**src/sorted_set_table_top_defines.svh**
```systemverilog
// ----------------------------------------------------------------------------
// sorted set table assertion macros
// shared concurrent assertion forms for the sorted set table rtl
// ----------------------------------------------------------------------------
`ifndef SORTED_SET_TABLE_TOP_DEFINES_SVH
`define SORTED_SET_TABLE_TOP_DEFINES_SVH

// same-cycle implication
`define SST_ASSERT_NOW(label, ante, cons, msg) \
  label: assert property (@(posedge clk) disable iff (!rst_n) (ante) |-> (cons)) \
    else $error(msg);

// next-cycle implication
`define SST_ASSERT_NEXT(label, ante, cons, msg) \
  label: assert property (@(posedge clk) disable iff (!rst_n) (ante) |=> (cons)) \
    else $error(msg);

`endif

```
**src/sst_pkg.sv**
```systemverilog
// ----------------------------------------------------------------------------
// sorted set table package
// sizes, command and status codes, and the cell control bundle
// ----------------------------------------------------------------------------
package sst_pkg;

  localparam int Depth  = 64;
  localparam int KeyW   = 32;
  localparam int CntW   = $clog2(Depth + 1);
  localparam int PosW   = 6;
  localparam int IdxW   = $clog2(Depth);
  localparam int InDataW  = 40;
  localparam int OutDataW = 24;

  typedef logic signed [KeyW-1:0] key_t;

  typedef enum logic [1:0] {
    CMD_INSERT = 2'd0,
    CMD_SEARCH = 2'd1,
    CMD_REMOVE = 2'd2,
    CMD_NOP    = 2'd3
  } cmd_t;

  typedef enum logic [1:0] {
    STAT_DONE   = 2'd0,
    STAT_DUP    = 2'd1,
    STAT_FULL   = 2'd2,
    STAT_ABSENT = 2'd3
  } status_t;

  typedef struct packed {
    logic            cmp_en;
    key_t            cmp_key;
    logic            ins_en;
    logic            rem_en;
    key_t            ins_key;
    logic [CntW-1:0] count;
  } cell_ctrl_t;

endpackage

```
**src/sst_cell.sv**
```systemverilog
// ----------------------------------------------------------------------------
// sorted set table cell
// holds one key, compares it with a request key and shifts with its neighbors
// ----------------------------------------------------------------------------
module sst_cell (
  input  logic                     clk,
  input  logic                     rst_n,
  input  sst_pkg::cell_ctrl_t      ctrl,
  input  logic [sst_pkg::IdxW-1:0] cell_idx,
  input  sst_pkg::key_t            prev_entry,
  input  logic                     prev_lt,
  input  sst_pkg::key_t            next_entry,
  output sst_pkg::key_t            entry,
  output logic                     lt,
  output logic                     eq
);
  import sst_pkg::*;

  key_t entry_r, entry_nxt;
  logic lt_r, lt_nxt;
  logic eq_r, eq_nxt;
  logic valid;

  assign valid = {1'b0, cell_idx} < ctrl.count;

  always_comb begin
    lt_nxt    = lt_r;
    eq_nxt    = eq_r;
    entry_nxt = entry_r;
    if (ctrl.cmp_en) begin
      lt_nxt = valid && (entry_r < ctrl.cmp_key);
      eq_nxt = valid && (entry_r == ctrl.cmp_key);
    end
    if (ctrl.ins_en && !lt_r) begin
      entry_nxt = prev_lt ? ctrl.ins_key : prev_entry;
    end else if (ctrl.rem_en && !lt_r) begin
      entry_nxt = next_entry;
    end
  end

  always_ff @(posedge clk) begin
    if (!rst_n) begin
      lt_r <= 1'b0;
      eq_r <= 1'b0;
    end else begin
      lt_r <= lt_nxt;
      eq_r <= eq_nxt;
    end
    entry_r <= entry_nxt;
  end

  assign entry = entry_r;
  assign lt    = lt_r;
  assign eq    = eq_r;

endmodule

```
**config.mk**
```make
export PLATFORM = sky130hd
export DESIGN_NAME = sst_cell
export DESIGN_NICKNAME = d
export VERILOG_FILES = /design/src/sorted_set_table_top_defines.svh /design/src/sst_pkg.sv /design/src/sst_cell.sv
export SDC_FILE = /design/constraint.sdc
export NUM_CORES = 1
export LEC_CHECK = 0
export ABC_CLOCK_PERIOD_IN_PS = 2100
export BUFFER_PORTS_ARGS = -buffer_cell sky130_fd_sc_hd__buf_2
export CORE_ASPECT_RATIO = 1.25
export CORE_UTILIZATION = 35
export CTS_BUF_LIST = sky130_fd_sc_hd__clkbuf_8
export CTS_CLUSTER_SIZE = 20
export DETAILED_ROUTE_END_ITERATION = 8
export PLACE_DENSITY = 0.72
export SLEW_MARGIN = 20
export SYNTH_ARGS = -nofsm -noshare
export SYNTH_HDL_FRONTEND = slang
export SYNTH_SLANG_ARGS = --single-unit
```
**constraint.sdc**
```tcl
create_clock -name clk -period 2.1 [get_ports clk]
set_clock_uncertainty 0.1 [all_clocks]
set_input_delay 0.42 -clock clk [delete_from_list [all_inputs] [get_ports clk]]
set_output_delay 0.42 -clock clk [all_outputs]
set_load 0.01 [all_outputs]
```
Word-level counts from Yosys, hierarchy flattened. Index checks and enable logic that the tools add are counted. Widths: inputs -> output; s select.

Register bits after elaboration: 34. Bits in latches: 0. Memory bits (writable): 0. ROM bits: 0. Input bits: 147. Word-level logic and storage cells: 15. Memories kept: 0.

Add/sub/neg operators: 0. Multiply operators: 0. Div/mod/pow operators: 0. Magnitude comparators: 2. Eq/ne operators: 1. Shifts and indexed selects: 0. Mux-type cells: 3. Bitwise logic cells: 0. Reduce and logical (&&, ||, !) cells: 6.

Operators with widths (count): $mux 32 (3); $eq 32x32->1 (1); $lt 32x32->1 (1); $lt 6x7->1 (1); $logic_and 1x1->1 (4); $reduce_bool 2->1 (1); $logic_not 1->1 (1).

Logic depth before layout (Yosys ltp).
Depth after elaboration: 4. Depth in mapped cells: 8.

Worst setup path before layout. Ideal clock, no wire load.

Path kind: in2reg. From: input ctrl[40] in the netlist's numbering. To: register entry_r[0] (netlist: entry[0]), enable pin. Arrival time: 1818 ps. Path slack: -240 ps. Stages: 2. Path buffers: 0. Path through: nor2_1 nor2_1.

Cells in the longest elaborated chain, start to end: 2.

Ends and longest elaborated chain: start, declared (RTL line sst_cell.sv:8) `input sst_pkg::cell_ctrl_t ctrl,`; $logic_and 1x1->1 (RTL line sst_cell.sv:34) `if (ctrl.ins_en && !lt_r) begin`; $reduce_bool 2->1 (no source line); end signal, assigned (RTL line sst_cell.sv:49) `entry_r <= entry_nxt;`; end, declared (RTL line sst_cell.sv:19) `key_t entry_r, entry_nxt;`.

Every way passes these cells. A chain may end at the register's enable or synchronous reset.

Final worst setup path.
From: register entry_r[13] (netlist: entry[13]). To: register lt_r (netlist: lt).

Cells in the longest elaborated chain, start to end: 2.

Ends and longest elaborated chain: $lt 32x32->1 (RTL line sst_cell.sv:31) `lt_nxt = valid && (entry_r < ctrl.cmp_key);`; $logic_and 1x1->1 (RTL line sst_cell.sv:31); end signal, assigned (RTL line sst_cell.sv:46) `lt_r <= lt_nxt;`; end, declared (RTL line sst_cell.sv:20) `logic lt_r, lt_nxt;`.

Every way passes these cells.

==> metrics.txt <==
status finished with violations; failing checks negative setup slack; Cells after Synth around 280; grt met2 use about 35%; crit path cell chain ha_4, nand4_1, nor2_1, a221o_1, o31a_1, o21a_1, o31ai_1; Cell Rows 35; maximum clock frequency between 400 and 500 MHz; RSZ-0062 raised after global routing true; placed inst area about 0.0037 mm2; io pins 181; slowest stage cell, crit path edfxtp_1; routed wire length 7.17 mm; Starting Density 36.1%; CP Data Arrival Time around 2300 ps; # diodes 0; worst path required time 2200 ps; worst-margin pin slew about 430 ps; setup slack after layout -51.2 ps; IO buf count between 150 and 200; first-pass GRT wire length approximately 12 mm; sequential share of the synthesized area a little under two fifths; layout net count 655; number of remaining DRC errors 0; GR met3 Demand/Resource approximately 3.6%; library cells used by synthesis 30; DRT antenna net count 0; post-layout min period approximately 2200 ps; multi-input logic area ~0.0015 mm2; Die Height between 90 and 100 um; worst r2r dst lt; worst rel slew slack between 70 and 80%; Max-Cap Viols 0; CP endpoint kind register; list of most frequent post-synthesis cells nand2_1 (41), inv_1 (39), o21ai_0 (38), ha_1 (37); final period utilization 102%; hold endpoint eq; CTS Hold Bufs 0; Syn Std Cell Area 0.00264 mm2; Util after Layout between 50 and 60%; TritonCTS clock tree done; Syn Area/Cell between 9 and 10 um2; crit path from entry[13]; largest net degree at the start of global routing between 60 and 70; cell area after layout 0.00390 mm2; GRT Max-Usage Layer met2; synth top area cells edfxtp_1 (36%), ha_1 (18%), mux2i_1 (12%); Crit Path Category register to register; vias per cell 4.74; Hold Path Depth 2; met1 usage between 20% and 30%; drt pass-1 iters 4; most common cell in the netlist nand2_1; layout cells sized above 1 between 40% and 50%; HP Class input pin to register; grt ovf 0; Worst path top cell family by delay compound AO/OA/AOI/OAI gates; post-synth top area share 36.4%; worst reg-to-reg path cell count 7; Power per Cell Area slightly below 600 mW/mm2; FF-to-FF setup slack -50 ps; syn nets about 470; non-filler instance count after layout 564; leakage around 2.1 nW; Synth area leader edfxtp_1; CTS buffer count 5; Via Count roughly 2.7k; antenna violations before repair 1; Pins Over Slew Limit 0; 1st-iter DRT viols between 70 and 80; CP peak stage delay around 440 ps; Longest Clk Path Bufs 2; Worst-Skew Late Latency about 270 ps; Setup crit start kind register; sequential cell area about 0.001 mm2; root buffer cell clkbuf_8; Worst Path Buf+Inv 0; hold wc startpoint rst_n; vias in the first global route around 2.7k; final-report hold violation count 0; pre-CTS setup slack -211 ps; DP Cell Count around 550; P&R area growth vs syn 47.7%; Async S/R FF share, synth 0%; # H-tree levels 2; top_reg_cell synth edfxtp_1; Post-synth EDFFs 32; Yosys reg bits 34; worst r2r src entry[13]; setup tns final -51.2 ps; GPL Wtd Cong between 0.8 and 0.9; area of the core roughly 0.0073 mm2; Reg clk slew, reported paths ~70 ps; Peak VDD IR around 0.37 mV; Critical Path Fanout Max 3; CTS sink count 34; GRT Overall Usage a little under a fifth; Die W between 70 and 80 um; post-DP HPWL between 5 and 6 mm; die area 0.00789 mm2; yosys warns 0; Routed WL per cell approximately 13 um; fill count 684; Setup Viol. Count Final 1
## stage by stage
| step | total power, mW | hold WS (ps) |
|---|---|---|
| after floorplan | 1.39 | 397 |
| after global placement | 1.75 | 365 |
| after detailed placement | 1.79 | 374 |
| after CTS | 2.31 | 298 |
| after global routing | 2.48 | 305 |
| final | 2.29 | 310 |
## cell type report
| class | instances | share of cell area (%) |
|---|---|---|
| multi-input cells | 197 | 38.8 |
| well taps | 92 | 2.95 |
| repair buffers | 194 | 26.5 |
| clock inverters | 2 | 0.225 |
| clock buffers | 6 | 2.12 |
| inverters | 39 | 3.76 |
| flip-flops and latches | 34 | 25.7 |
## registers in the layout (all words and copies together) (netlist names)
| name | count |
|---|---|
| lt | 1 |
| entry | 32 |
| eq | 1 |
## worst register-to-register path, cell delays in order, from the launching register on
cell	delay [ps]
edfxtp_1	440
ha_4	270
nand4_1	200
nor2_1	70
a221o_1	320
o31a_1	330
o21a_1	180
o31ai_1	170
## where the power goes
group / switching, mW / internal [mW]
clock: 0.229 / 0.260
sequential: 0.0646 / 0.889
combinational: 0.435 / 0.418
total: 0.728 / 1.57
## cells by family after synthesis
logic type	share of synthesized area, %
multiplexers	12.1
AO/OA/AOI/OAI	14.1
AND/OR/NAND/NOR	11.0
buffers and inverters	7.26
flip-flops	38.0
adder cells (fa/ha/maj)	17.6
## placed cells by master, fill, tap and decap left out, types with 2 or more instances in the layout
cell	synthesis	layout
and4_1	5	5
inv_1	39	40
nand2_1	41	41
nand3_1	3	3
o211ai_1	2	2
ha_4	0	3
buf_12	0	2
nand4_1	3	3
a221oi_1	2	2
ha_1	37	34
a21oi_1	11	10
dfxtp_1	2	2
buf_2	3	180
buf_4	0	12
nand2b_1	3	2
a21o_1	3	3
o21ai_0	38	37
a21oi_2	1	2
clkbuf_8	0	6
edfxtp_1	32	32
mux2i_1	32	32
nor2_1	4	3
## timing repair
item,4_1_cts,5_1_grt
resized for setup,2,5
endpoints found under the setup margin,1,1
pin swaps,12,4
buffers inserted,3,1
hold endpoints to repair,0,0
## worst max path at each step
stage,slack [ps],cells after the start,end
CTS,-40,7,lt
floorplan,60,8,lt
global placement,-150,9,lt
global route,-140,7,lt
finish,-50,7,lt
detailed placement,-210,9,lt
## layer usage
layer	part of all wire, %	wire, um
met2	54	3860
met3	5.6	400
met1	39	2790
met4	1.5	107
met5	0.18	13
No activity file was read; power rests on OpenSTA's default activity.
