**src/sorted_set_table_top_defines.svh**
```systemverilog
// ----------------------------------------------------------------------------
// sorted set table assertion macros
// shared concurrent assertion forms for the sorted set table rtl
// ----------------------------------------------------------------------------
`ifndef SORTED_SET_TABLE_TOP_DEFINES_SVH
`define SORTED_SET_TABLE_TOP_DEFINES_SVH

// same-cycle implication
`define SST_ASSERT_NOW(label, ante, cons, msg) \
  label: assert property (@(posedge clk) disable iff (!rst_n) (ante) |-> (cons)) \
    else $error(msg);

// next-cycle implication
`define SST_ASSERT_NEXT(label, ante, cons, msg) \
  label: assert property (@(posedge clk) disable iff (!rst_n) (ante) |=> (cons)) \
    else $error(msg);

`endif

```
**src/sst_pkg.sv**
```systemverilog
// ----------------------------------------------------------------------------
// sorted set table package
// sizes, command and status codes, and the cell control bundle
// ----------------------------------------------------------------------------
package sst_pkg;

  localparam int Depth  = 64;
  localparam int KeyW   = 32;
  localparam int CntW   = $clog2(Depth + 1);
  localparam int PosW   = 6;
  localparam int IdxW   = $clog2(Depth);
  localparam int InDataW  = 40;
  localparam int OutDataW = 24;

  typedef logic signed [KeyW-1:0] key_t;

  typedef enum logic [1:0] {
    CMD_INSERT = 2'd0,
    CMD_SEARCH = 2'd1,
    CMD_REMOVE = 2'd2,
    CMD_NOP    = 2'd3
  } cmd_t;

  typedef enum logic [1:0] {
    STAT_DONE   = 2'd0,
    STAT_DUP    = 2'd1,
    STAT_FULL   = 2'd2,
    STAT_ABSENT = 2'd3
  } status_t;

  typedef struct packed {
    logic            cmp_en;
    key_t            cmp_key;
    logic            ins_en;
    logic            rem_en;
    key_t            ins_key;
    logic [CntW-1:0] count;
  } cell_ctrl_t;

endpackage

```
**src/sst_ctrl.sv**
```systemverilog
// ----------------------------------------------------------------------------
// sorted set table control
// request sequencing, count and capacity, result encoding and output register
// ----------------------------------------------------------------------------
`include "sorted_set_table_top_defines.svh"

module sst_ctrl (
  input  logic                      clk,
  input  logic                      rst_n,
  input  logic                      in_accept,
  input  sst_pkg::cmd_t             in_cmd,
  input  sst_pkg::key_t             in_key,
  output logic                      idle,
  input  logic                      cfg_we,
  input  logic [sst_pkg::CntW-1:0]  cfg_cap,
  input  logic [sst_pkg::Depth-1:0] lt_vec,
  input  logic [sst_pkg::Depth-1:0] eq_vec,
  output sst_pkg::cell_ctrl_t       cell_ctrl,
  output logic                      out_valid,
  input  logic                      out_ready,
  output sst_pkg::status_t          out_status,
  output logic [sst_pkg::PosW-1:0]  out_position,
  output logic [sst_pkg::CntW-1:0]  out_count,
  output logic                      out_full,
  output logic                      out_empty
);
  import sst_pkg::*;

  typedef enum logic [1:0] {
    S_IDLE = 2'b01,
    S_UPD  = 2'b10
  } state_t;

  state_t          state_r, state_nxt;
  logic [CntW-1:0] count_r, count_nxt;
  logic [CntW-1:0] cap_r;
  cmd_t            cmd_r;
  key_t            key_r;
  logic            out_valid_r, out_valid_nxt;
  status_t         status_r, status_nxt;
  logic [PosW-1:0] pos_r, pos_nxt;
  logic [CntW-1:0] res_count_r;
  logic            full_r, empty_r;

  logic [Depth-1:0] ins_hot;
  logic [PosW-1:0]  lb_pos;
  logic             found;
  logic [CntW-1:0]  eff_cap;
  logic             is_full;
  logic             fire;
  logic             do_ins, do_rem;

  assign eff_cap = (cap_r > CntW'(Depth)) ? CntW'(Depth) : cap_r;
  assign is_full = count_r >= eff_cap;
  assign found   = |eq_vec;
  assign fire    = (state_r == S_UPD) && (!out_valid_r || out_ready);

  always_comb begin
    lb_pos = '0;
    for (int i = 0; i < Depth; i++) begin
      ins_hot[i] = !lt_vec[i] && ((i == 0) || lt_vec[(i == 0) ? 0 : i - 1]);
      lb_pos     = lb_pos | (PosW'(i) & {PosW{ins_hot[i]}});
    end
  end

  always_comb begin
    do_ins     = 1'b0;
    do_rem     = 1'b0;
    status_nxt = STAT_DONE;
    pos_nxt    = '0;
    count_nxt  = count_r;
    unique case (cmd_r)
      CMD_INSERT: begin
        if (is_full) begin
          status_nxt = STAT_FULL;
        end else if (found) begin
          status_nxt = STAT_DUP;
          pos_nxt    = lb_pos;
        end else begin
          do_ins    = 1'b1;
          pos_nxt   = lb_pos;
          count_nxt = count_r + 1'b1;
        end
      end
      CMD_SEARCH, CMD_REMOVE: begin
        if (found) begin
          pos_nxt = lb_pos;
          if (cmd_r == CMD_REMOVE) begin
            do_rem    = 1'b1;
            count_nxt = count_r - 1'b1;
          end
        end else begin
          status_nxt = STAT_ABSENT;
        end
      end
      default: begin
        status_nxt = STAT_DONE;
      end
    endcase
  end

  always_comb begin
    state_nxt     = state_r;
    out_valid_nxt = out_valid_r;
    if (out_valid_r && out_ready) begin
      out_valid_nxt = 1'b0;
    end
    unique case (state_r)
      S_IDLE: begin
        if (in_accept) begin
          state_nxt = S_UPD;
        end
      end
      S_UPD: begin
        if (fire) begin
          state_nxt     = S_IDLE;
          out_valid_nxt = 1'b1;
        end
      end
      default: begin
        state_nxt = S_IDLE;
      end
    endcase
  end

  always_ff @(posedge clk) begin
    if (!rst_n) begin
      state_r     <= S_IDLE;
      count_r     <= '0;
      cap_r       <= CntW'(Depth);
      out_valid_r <= 1'b0;
    end else begin
      state_r     <= state_nxt;
      out_valid_r <= out_valid_nxt;
      if (fire) begin
        count_r <= count_nxt;
      end
      if (cfg_we) begin
        cap_r <= cfg_cap;
      end
    end
    if (in_accept) begin
      cmd_r <= in_cmd;
      key_r <= in_key;
    end
    if (fire) begin
      status_r    <= status_nxt;
      pos_r       <= pos_nxt;
      res_count_r <= count_nxt;
      full_r      <= count_nxt >= eff_cap;
      empty_r     <= count_nxt == '0;
    end
  end

  assign idle = (state_r == S_IDLE);

  assign cell_ctrl.cmp_en  = in_accept;
  assign cell_ctrl.cmp_key = in_key;
  assign cell_ctrl.ins_en  = fire && do_ins;
  assign cell_ctrl.rem_en  = fire && do_rem;
  assign cell_ctrl.ins_key = key_r;
  assign cell_ctrl.count   = count_r;

  assign out_valid    = out_valid_r;
  assign out_status   = status_r;
  assign out_position = pos_r;
  assign out_count    = res_count_r;
  assign out_full     = full_r;
  assign out_empty    = empty_r;

  `SST_ASSERT_NEXT(a_accept_to_upd, in_accept, state_r == S_UPD, "accept did not start update")
  `SST_ASSERT_NOW(a_count_range, 1'b1, count_r <= CntW'(Depth), "count beyond depth")
  `SST_ASSERT_NOW(a_lb_hot, state_r == S_UPD, $onehot0(ins_hot), "insert point not unique")
  `SST_ASSERT_NOW(a_eq_hot, state_r == S_UPD, $onehot0(eq_vec), "duplicate key stored")
  `SST_ASSERT_NEXT(a_ins_count, cell_ctrl.ins_en, count_r == $past(count_r) + 1'b1, "insert count")

endmodule

```
**config.mk**
```make
export PLATFORM = sky130hd
export DESIGN_NAME = sst_ctrl
export DESIGN_NICKNAME = d
export VERILOG_FILES = /design/src/sst_pkg.sv /design/src/sst_ctrl.sv
export VERILOG_INCLUDE_DIRS = /design/src /design/src/src
export SDC_FILE = /design/constraint.sdc
export NUM_CORES = 1
export LEC_CHECK = 0
export BUFFER_PORTS_ARGS = -buffer_cell sky130_fd_sc_hd__buf_2
export CORE_MARGIN = 5
export CORE_UTILIZATION = 43
export CTS_CLUSTER_DIAMETER = 150
export DETAILED_ROUTE_END_ITERATION = 8
export PLACE_DENSITY = 0.93
export SLEW_MARGIN = 20
export SYNTH_ARGS = -nofsm -noshare
export SYNTH_HDL_FRONTEND = slang
export SYNTH_SLANG_ARGS = --single-unit
```
**constraint.sdc**
```tcl
create_clock -name clk -period 4.9 [get_ports clk]
set_clock_uncertainty 0.15 [all_clocks]
set_input_delay 0.245 -clock clk [delete_from_list [all_inputs] [get_ports clk]]
set_output_delay 0.245 -clock clk [all_outputs]
set_load 0.01 [all_outputs]
```
# After elaboration in Yosys (flattened, before gate mapping)
# Index checks and enable logic that the tools add are counted.
# op_classes
n_addsub,2
n_lt_le_gt_ge,3
eq_ne,6
n_mux,25
n_bitwise,62
reduce_logical,137
# op_table
operator,n
$or 6x6->6,31
$or 5x5->5,15
$logic_and 1x1->1,67
$logic_not 1->1,64
$reduce_or 64->1,1
$mux 7,5
$or 4x4->4,7
$ge 7x7->1,2
$pmux 7 s2,1
$mux 6,2
$pmux 6 s2,1
$mux 1,10
$or 3x3->3,3
$mux 2,4
$pmux 2 s2,2
$add 7x1->7 const B,1
$gt 7x7->1 const B,1
$logic_not 7->1,1
$sub 7x1->7 const B,1
$or 5x6->6,1
$or 4x5->5,1
$eq 2x1->1 const B,2
$eq 2x2->1 const B,2
$ne 2x2->1 const B,2
other kinds (8),8
# totals
reg_bits,68
inputBits,174
wordCells,246

# Depth between registers and ports, before layout
# Gate-level depths: netlist (run 1).
# depth
word_depth,66
depth_mapped,18
depth_no_buf,18

# Worst setup path before layout (run 1)
# Ideal clock, no wire load.
# synth_path
path_kind,register -> register
start,register count_r[0]
end,"register full_r (netlist: out_full), data pin"
setup_time_ns,0.257
t_arrival_ns,3.279
path_slack_ns,1.214
stages_incl_launch_ff,18
synth_period_minus_slack_ns,3.686
cell_sequence,dfxtp_1 inv_1 ha_1 nor2b_1 o21ai_1 a21oi_1 nand2_1 a2111o_1 nand3_1 ha_1 nand2b_1 a21o_1 a21o_1 a21o_1 a21oi_1 nor2b_1 o21ai_0 nand2b_1
# synth_via
elab_chain_len,5
word_cells_on_any_way,9
# synth_lines
element,line,rtl
start: declaration,sst_ctrl.sv:35,"logic [CntW-1:0] count_r, count_nxt;"
start signal: assignment,sst_ctrl.sv:136,count_r <= count_nxt;
$sub 7x1->7 or $add 7x1->7 (tied branches),"sst_ctrl.sv:90, sst_ctrl.sv:82",
$mux 7 (on tied branches),"sst_ctrl.sv:88, sst_ctrl.sv:76",
$mux 7 (on tied branches),"sst_ctrl.sv:86, sst_ctrl.sv:74",
$pmux 7 s2 *,sst_ctrl.sv:72,unique case (cmd_r)
$ge 7x7->1 *,sst_ctrl.sv:150,full_r <= count_nxt >= eff_cap;
end signal: assignment,sst_ctrl.sv:150,
end: declaration,sst_ctrl.sv:43,"logic full_r, empty_r;"
# Every way passes the cells marked *; elsewhere a longest branch is shown, timed or not.
# A chain may end at the register's enable or synchronous reset.

# Worst setup path after layout (run 1)
# layout_path
start,register cap_r[6]
end,"register full_r (netlist: out_full), data pin"
# layout_via
elab_chain_len,6
# layout_lines
element,line,rtl
start: declaration,sst_ctrl.sv:36,logic [CntW-1:0] cap_r;
start signal: assignment,sst_ctrl.sv:130,cap_r <= CntW'(Depth);
start signal: assignment,sst_ctrl.sv:139,cap_r <= cfg_cap;
$gt 7x7->1,sst_ctrl.sv:53,assign eff_cap = (cap_r > CntW'(Depth)) ? CntW'(Depth) : cap_r;
$mux 7 *,sst_ctrl.sv:53,
$ge 7x7->1,sst_ctrl.sv:54,assign is_full = count_r >= eff_cap;
$mux 7,sst_ctrl.sv:74,if (is_full) begin
$pmux 7 s2,sst_ctrl.sv:72,
$ge 7x7->1 *,sst_ctrl.sv:150,
# Marks and branches as above.

==> impl_metrics.ini, run 1 <==
[outcome]
status = completed

[routing]
antenna_left = 0
wl_um = 15800
viasPerCell = 5.38
drc = 0
drt_iter0_markers = 286
vias = 4472
wire_per_inst_um = 18.9
drtPass1Iterations = 5

[clocking]
cts-resized-gates = 0
cts_sinks = 68
htreeDepth = 3
clockBufferDepth = 2
clock-root-buffer = clkbuf_8
clk_pin_slew_ns = 0.09
clk_latency_ns = 0.36
cts_buffers = 9
cts_tree = built

[final_layout]
nFillCells = 800
final_util = 0.632
seq_area_sq_um = 1870
layout-drive-gt1-share = 0.408
nets = 891
final_cell_mix = buf_2 (266), edfxtp_1 (51), inv_1 (43)
diodes = 0
layout_commonest_cell = buf_2
multi_input_area_sq_um = 1790
syn2layout_area_growth_pct = 42.8

[placement]
hpwl_um = 11800
portBuffers = 266
gp_congestion = 0.939

[global_routing]
grt_use_total = 0.267
met1_usage = 0.292
grt.busiest_layer = met2
grt_overflow = 0
grt_pass1_wl_um = 24000
grt_max_degree = 37
use_met3 = 0.0576
antenna_found_initial = 0
grt_pass1_vias = 4741
use_met2 = 0.484

[timing]
slew_headroom = 0.441
finalHoldViolCount = 0
min_period_over_period = 0.880
fin_tns_setup_ns = 0
period_minus_slack_ns = 4.31
rsz0062_at_grt = no
setup_viol = 0
tightest_slew_ns = 0.839
drv_slew = 0
fmax_mhz = 232

[logic_synthesis]
syn_inst = 428
yosys.area.top_type_share = 0.373
synth_warnings = 0
synth_enable_flop_cells = 51
synth_cell_types = 50
synthArstFlopShare = 0
syn_area_sq_um = 4110
synthesis.nets = 621
ys.flop_type = edfxtp_1
synth_area_leaders = edfxtp_1 (37%), dfxtp_1 (8.3%), buf_4 (6.0%)
synth_area_leader_cell = edfxtp_1
synth_seq_cells = 68
post_synth.cell_area_avg_sq_um = 9.60
yosysSeqAreaShare = 0.456

[setup_path]
crit_type = reg2reg
crit_family = compound AO/OA/AOI/OAI gates
rr_worst_depth = 18
critPathMaxStageDelay_ns = 0.47
path_buf_inv = 1
crit_path_end_kind = flop
cp_cell_sequence = inv_1 > nand2_1 > ha_1 > a21oi_1 > o21ai_1 > a21oi_1 > nand2_1 > a2111o_1 > nand3_1 > ha_1 > nand2b_1 > a21o_1 > a21o_1 > a21o_1 > a21oi_1 > nor2b_1 > o21ai_0 > nand2b_1
cp.depth = 18
cp_slowest_cell = a2111o_1
required_ns = 4.86
cp.arrival_ns = 4.27
start_kind = flop
crit_fanout = 7

[floorplanning]
rows = 35
core-area_sq_um = 9280
start_util = 0.443
die_h_um = 108
die-area_sq_um = 11600
die_w_um = 108
ios = 267

[min_path]
hold_path.class = in2reg
hold_path_depth = 3

[power_and_ir_drop]
power.density_nw_per_um2 = 252
p_leak_nw = 2.85
ir_drop_v = 0.000152
total_power_mw = 1.48

[run]
maxCapViolCount = 0
-- final cells by class --
| cell class | count | share of cell area |
|---|---|---|
| flip-flops and latches | 68 | 0.319 |
| clock buffers | 9 | 0.0211 |
| inverters | 43 | 0.0275 |
| multi-input cells | 275 | 0.305 |
| clock inverters | 7 | 0.0126 |
| repair buffers | 301 | 0.287 |
| well taps | 129 | 0.0275 |
-- power breakdown --
part / internal, mW / leakage (nW) / total, mW / switching [mW]
sequential: 0.655 / 0.631 / 0.670 / 0.0145
clock: 0.239 / 0.102 / 0.480 / 0.241
combinational: 0.153 / 2.12 / 0.331 / 0.178
total: 1.05 / 2.85 / 1.48 / 0.434
-- logic make-up after synthesis --
| kind of cell | share of synthesized area |
|---|---|
| multiplexers | 0.0171 |
| adder cells (fa/ha/maj) | 0.0579 |
| buffers and inverters | 0.108 |
| flip-flops | 0.456 |
| AO/OA/AOI/OAI | 0.148 |
| AND/OR/NAND/NOR | 0.211 |
| XOR/XNOR | 0.00213 |
-- layer usage --
| layer | vias to the layer above | wire, um | share of wire |
|---|---|---|---|
| li1 | 2080 | - | - |
| met1 | 2073 | 5660 | 0.36 |
| met2 | 266 | 8310 | 0.53 |
| met3 | 53 | 1090 | 0.069 |
| met4 | 0 | 695 | 0.044 |
| met5 | - | 0 | 0 |
-- state kept, by name, indices dropped and copies added (netlist names) --
register      flops
cap_r             7
cmd_r             2
count_r           7
key_r            32
out_count         7
out_empty         1
out_full          1
out_position      6
out_status        2
out_valid         1
state_r           2
-- stage by stage --
stage | cell area (sq um) | hold WS, ns | std cells | worst slack (ns)
2_1_floorplan | 4110 | 0.194 | 428 | 1.21
3_3_place_gp | 5320 | 0.273 | 781 | 0.894
3_5_place_dp | 5320 | 0.273 | 781 | 0.731
4_1_cts | 5870 | 0.00947 | 832 | 0.695
5_1_grt | 5870 | 0.0159 | 832 | 0.403
6_report | 5870 | 0.0153 | 832 | 0.589
-- synthesized netlist by cell type (2+ instances only) --
cell / count
edfxtp_1: 51
inv_1: 43
nand2_1: 36
buf_4: 33
nor4_1: 22
nor2_1: 21
a21oi_1: 19
ha_1: 19
nand2b_1: 18
nor2b_1: 18
dfxtp_1: 17
o21ai_0: 13
nand3_1: 11
nor3_1: 11
nand4_1: 10
clkbuf_1: 7
mux2i_1: 7
a21o_1: 6
o21ai_1: 6
a31oi_1: 5
a41oi_1: 5
and2_1: 4
and3_1: 3
o211a_1: 3
o221ai_1: 3
a2111oi_0: 2
a21boi_0: 2
a221o_1: 2
a221oi_1: 2
a22oi_1: 2
buf_2: 2
nor4_2: 2
o211ai_1: 2
o221a_2: 2
o22ai_1: 2
o311ai_1: 2
o31ai_1: 2
-- tightest hold or removal path, cell delays in order --
cell and delay (ns):
buf_2 0.08, mux2i_1 0.06, nor2b_1 0.10
-- what timing repair did --
item | CTS | global route
endpoints found under the hold margin | 35 | 0
buffers inserted | 0 | 0
hold buffers | 35 | 0
-- worst paths after layout --
check                         from                    end  slack, ns
max reg2reg  cap_r[6]$_SDFFE_PN1P_     out_full$_DFFE_PP_       0.59
min                     cfg_cap[2]  cap_r[2]$_SDFFE_PN0P_       0.02
max          cap_r[6]$_SDFFE_PN1P_     out_full$_DFFE_PP_       0.59
min reg2reg  cap_r[3]$_SDFFE_PN0P_  cap_r[3]$_SDFFE_PN0P_       0.38
Note: power is estimated with default switching activity, not from simulation.
==> inputs of run 2 (changes only) <==
--- a/config.mk
+++ b/config.mk
@@ -7,6 +7,7 @@
 export NUM_CORES = 1
 export LEC_CHECK = 0
 export BUFFER_PORTS_ARGS = -buffer_cell sky130_fd_sc_hd__buf_2
+export CORE_ASPECT_RATIO = 1.5
 export CORE_MARGIN = 5
 export CORE_UTILIZATION = 43
 export CTS_CLUSTER_DIAMETER = 150
==> impl_metrics.ini, run 2 (synthesis results as in run 1) <==
[outcome]
status = completed

[final_layout]
nets = 890
fin_cells = 816
largest_reg_flops = 32
final_cell_mix = buf_2 (266), edfxtp_1 (51), inv_1 (43)
syn2layout_area_growth_pct = 45.0
nFillCells = 705
top_register = key_r
layout-drive-gt1-share = 0.407
layout_commonest_cell = buf_2

[power_and_ir_drop]
power.density_nw_per_um2 = 286
p_leak_nw = 2.89
ir_drop_v = 0.000382

[clocking]
clock-root-buffer = clkbuf_16
clk_pin_slew_ns = 0.06
cts_buffers = 9
clk_latency_ns = 0.34
cts_sinks = 68
htreeDepth = 3
cts_tree = built
clockBufferDepth = 2

[setup_path]
crit_fanout = 12
required_ns = 4.84
cp.arrival_ns = 3.99
start_kind = flop
crit_path_end_kind = flop
crit_type = reg2reg

[timing]
rsz0062_at_grt = no
period_minus_slack_ns = 4.05
fmax_mhz = 247
finalHoldViolCount = 0
fin_tns_setup_ns = 0
min_period_over_period = 0.827
slew_headroom = 0.391
setup_viol = 0
drv_slew = 0
tightest_slew_ns = 0.912

[floorplanning]
die_w_um = 89.8
core-area_sq_um = 9310
die-area_sq_um = 11700
ios = 267
start_util = 0.441
die_h_um = 130
rows = 43

[placement]
portBuffers = 266
gp_congestion = 0.973
place_inst = 764
hpwl_um = 12300

[routing]
drt_iter0_markers = 373
drc = 0
viasPerCell = 5.60
vias = 4568
wl_um = 16400
drtPass1Iterations = 5
antenna_left = 0
wire_per_inst_um = 20.1

[global_routing]
grt_pass1_vias = 4763
grt_pass1_wl_um = 24500
grt_overflow = 0
grt_use_total = 0.268
antenna_found_initial = 1
grt_max_degree = 37

[run]
maxCapViolCount = 0

[min_path]
hold_path.class = in2reg
[run 2: cell count changes in the layout (fill, tap and decap cells not counted)]
cell,change
clkbuf_16,+9
clkinvlp_4,+2
clkbuf_1,+1
clkinv_4,-1
inv_6,-2
dlygate4sd3_1,-1
diode_2,+2
bufinv_16,+1
clkinv_2,-1
clkbuf_8,-9
[run 2: power breakdown]
| group | switching [mW] | internal [mW] | total (mW) |
|---|---|---|---|
| Clock | 0.256 | 0.446 | 0.702 |
| Sequential | 0.0141 | 0.656 | 0.671 |
| Combinational | 0.182 | 0.152 | 0.334 |
| Total | 0.452 | 1.25 | 1.71 |
[run 2: path summary, 6_finish.rpt]
path | slack, ns | depth (start not counted) | end | start
worst min-delay path | 0.01 | 3 | cap_r[6]$_SDFFE_PN1P_ | cfg_cap[6]
worst min register to register | 0.37 | 2 | cap_r[0]$_SDFFE_PN0P_ | cap_r[0]$_SDFFE_PN0P_
worst max-delay path | 0.85 | 16 | out_full$_DFFE_PP_ | count_r[2]$_SDFFE_PN0P_
worst max register to register | 0.85 | 16 | out_full$_DFFE_PP_ | count_r[2]$_SDFFE_PN0P_
[run 2: what timing repair did]
item | 4_1_cts | 5_1_grt
hold buffers | 34 | 0
endpoints found under the hold margin | 34 | 0
resized for setup | 0 | 0
buffers inserted | 0 | 0
[run 2: through the flow]
stage	instance area [sq um]	setup slack (ns)	power [mW]	utilization	hold slack, ns
5_1_grt	5960	0.494	1.76	0.640	0.0431
4_1_cts	5950	0.842	1.69	0.640	0.0133
3_3_place_gp	5300	0.912	0.972	0.569	0.275
3_5_place_dp	5300	0.800	0.981	0.569	0.284
2_1_floorplan	4110	1.21	0.837	-	0.194
6_report	5960	0.847	1.71	0.640	0.0137
[run 2: routing by layer]
| layer | vias to the layer above | track usage | routed length (um) |
|---|---|---|---|
| met3 | 71 | 0.0755 | 1630 |
| li1 | 2087 | - | - |
| met1 | 2061 | 0.262 | 5380 |
| met2 | 349 | 0.490 | 8400 |
| met5 | - | 0 | 0 |
| met4 | 0 | 0.181 | 962 |
[run 2: area by class of cell]
class / count / area, sq um / share of cell area
tap: 112 / 140 / 0.0235
clock buffer: 10 / 229 / 0.0384
inverter: 43 / 161 / 0.0271
sequential: 68 / 1870 / 0.314
multi-input combinational: 275 / 1790 / 0.301
clock inverter: 6 / 87.6 / 0.0147
antenna: 2 / 5.00 / 0.000840
timing repair buffer: 300 / 1670 / 0.281
[run 2: worst max-delay path: stages (launching register included)]
cell,delay [ns]
dfxtp_1,0.58
ha_1,0.32
a21oi_1,0.15
o21ai_1,0.11
a21oi_1,0.35
nand2_1,0.17
a2111o_1,0.45
nand3_1,0.17
ha_1,0.25
nand2b_1,0.14
a21o_1,0.17
a21o_1,0.17
a21o_1,0.17
a21oi_1,0.15
nor2b_1,0.06
o21ai_0,0.16
nand2b_1,0.08
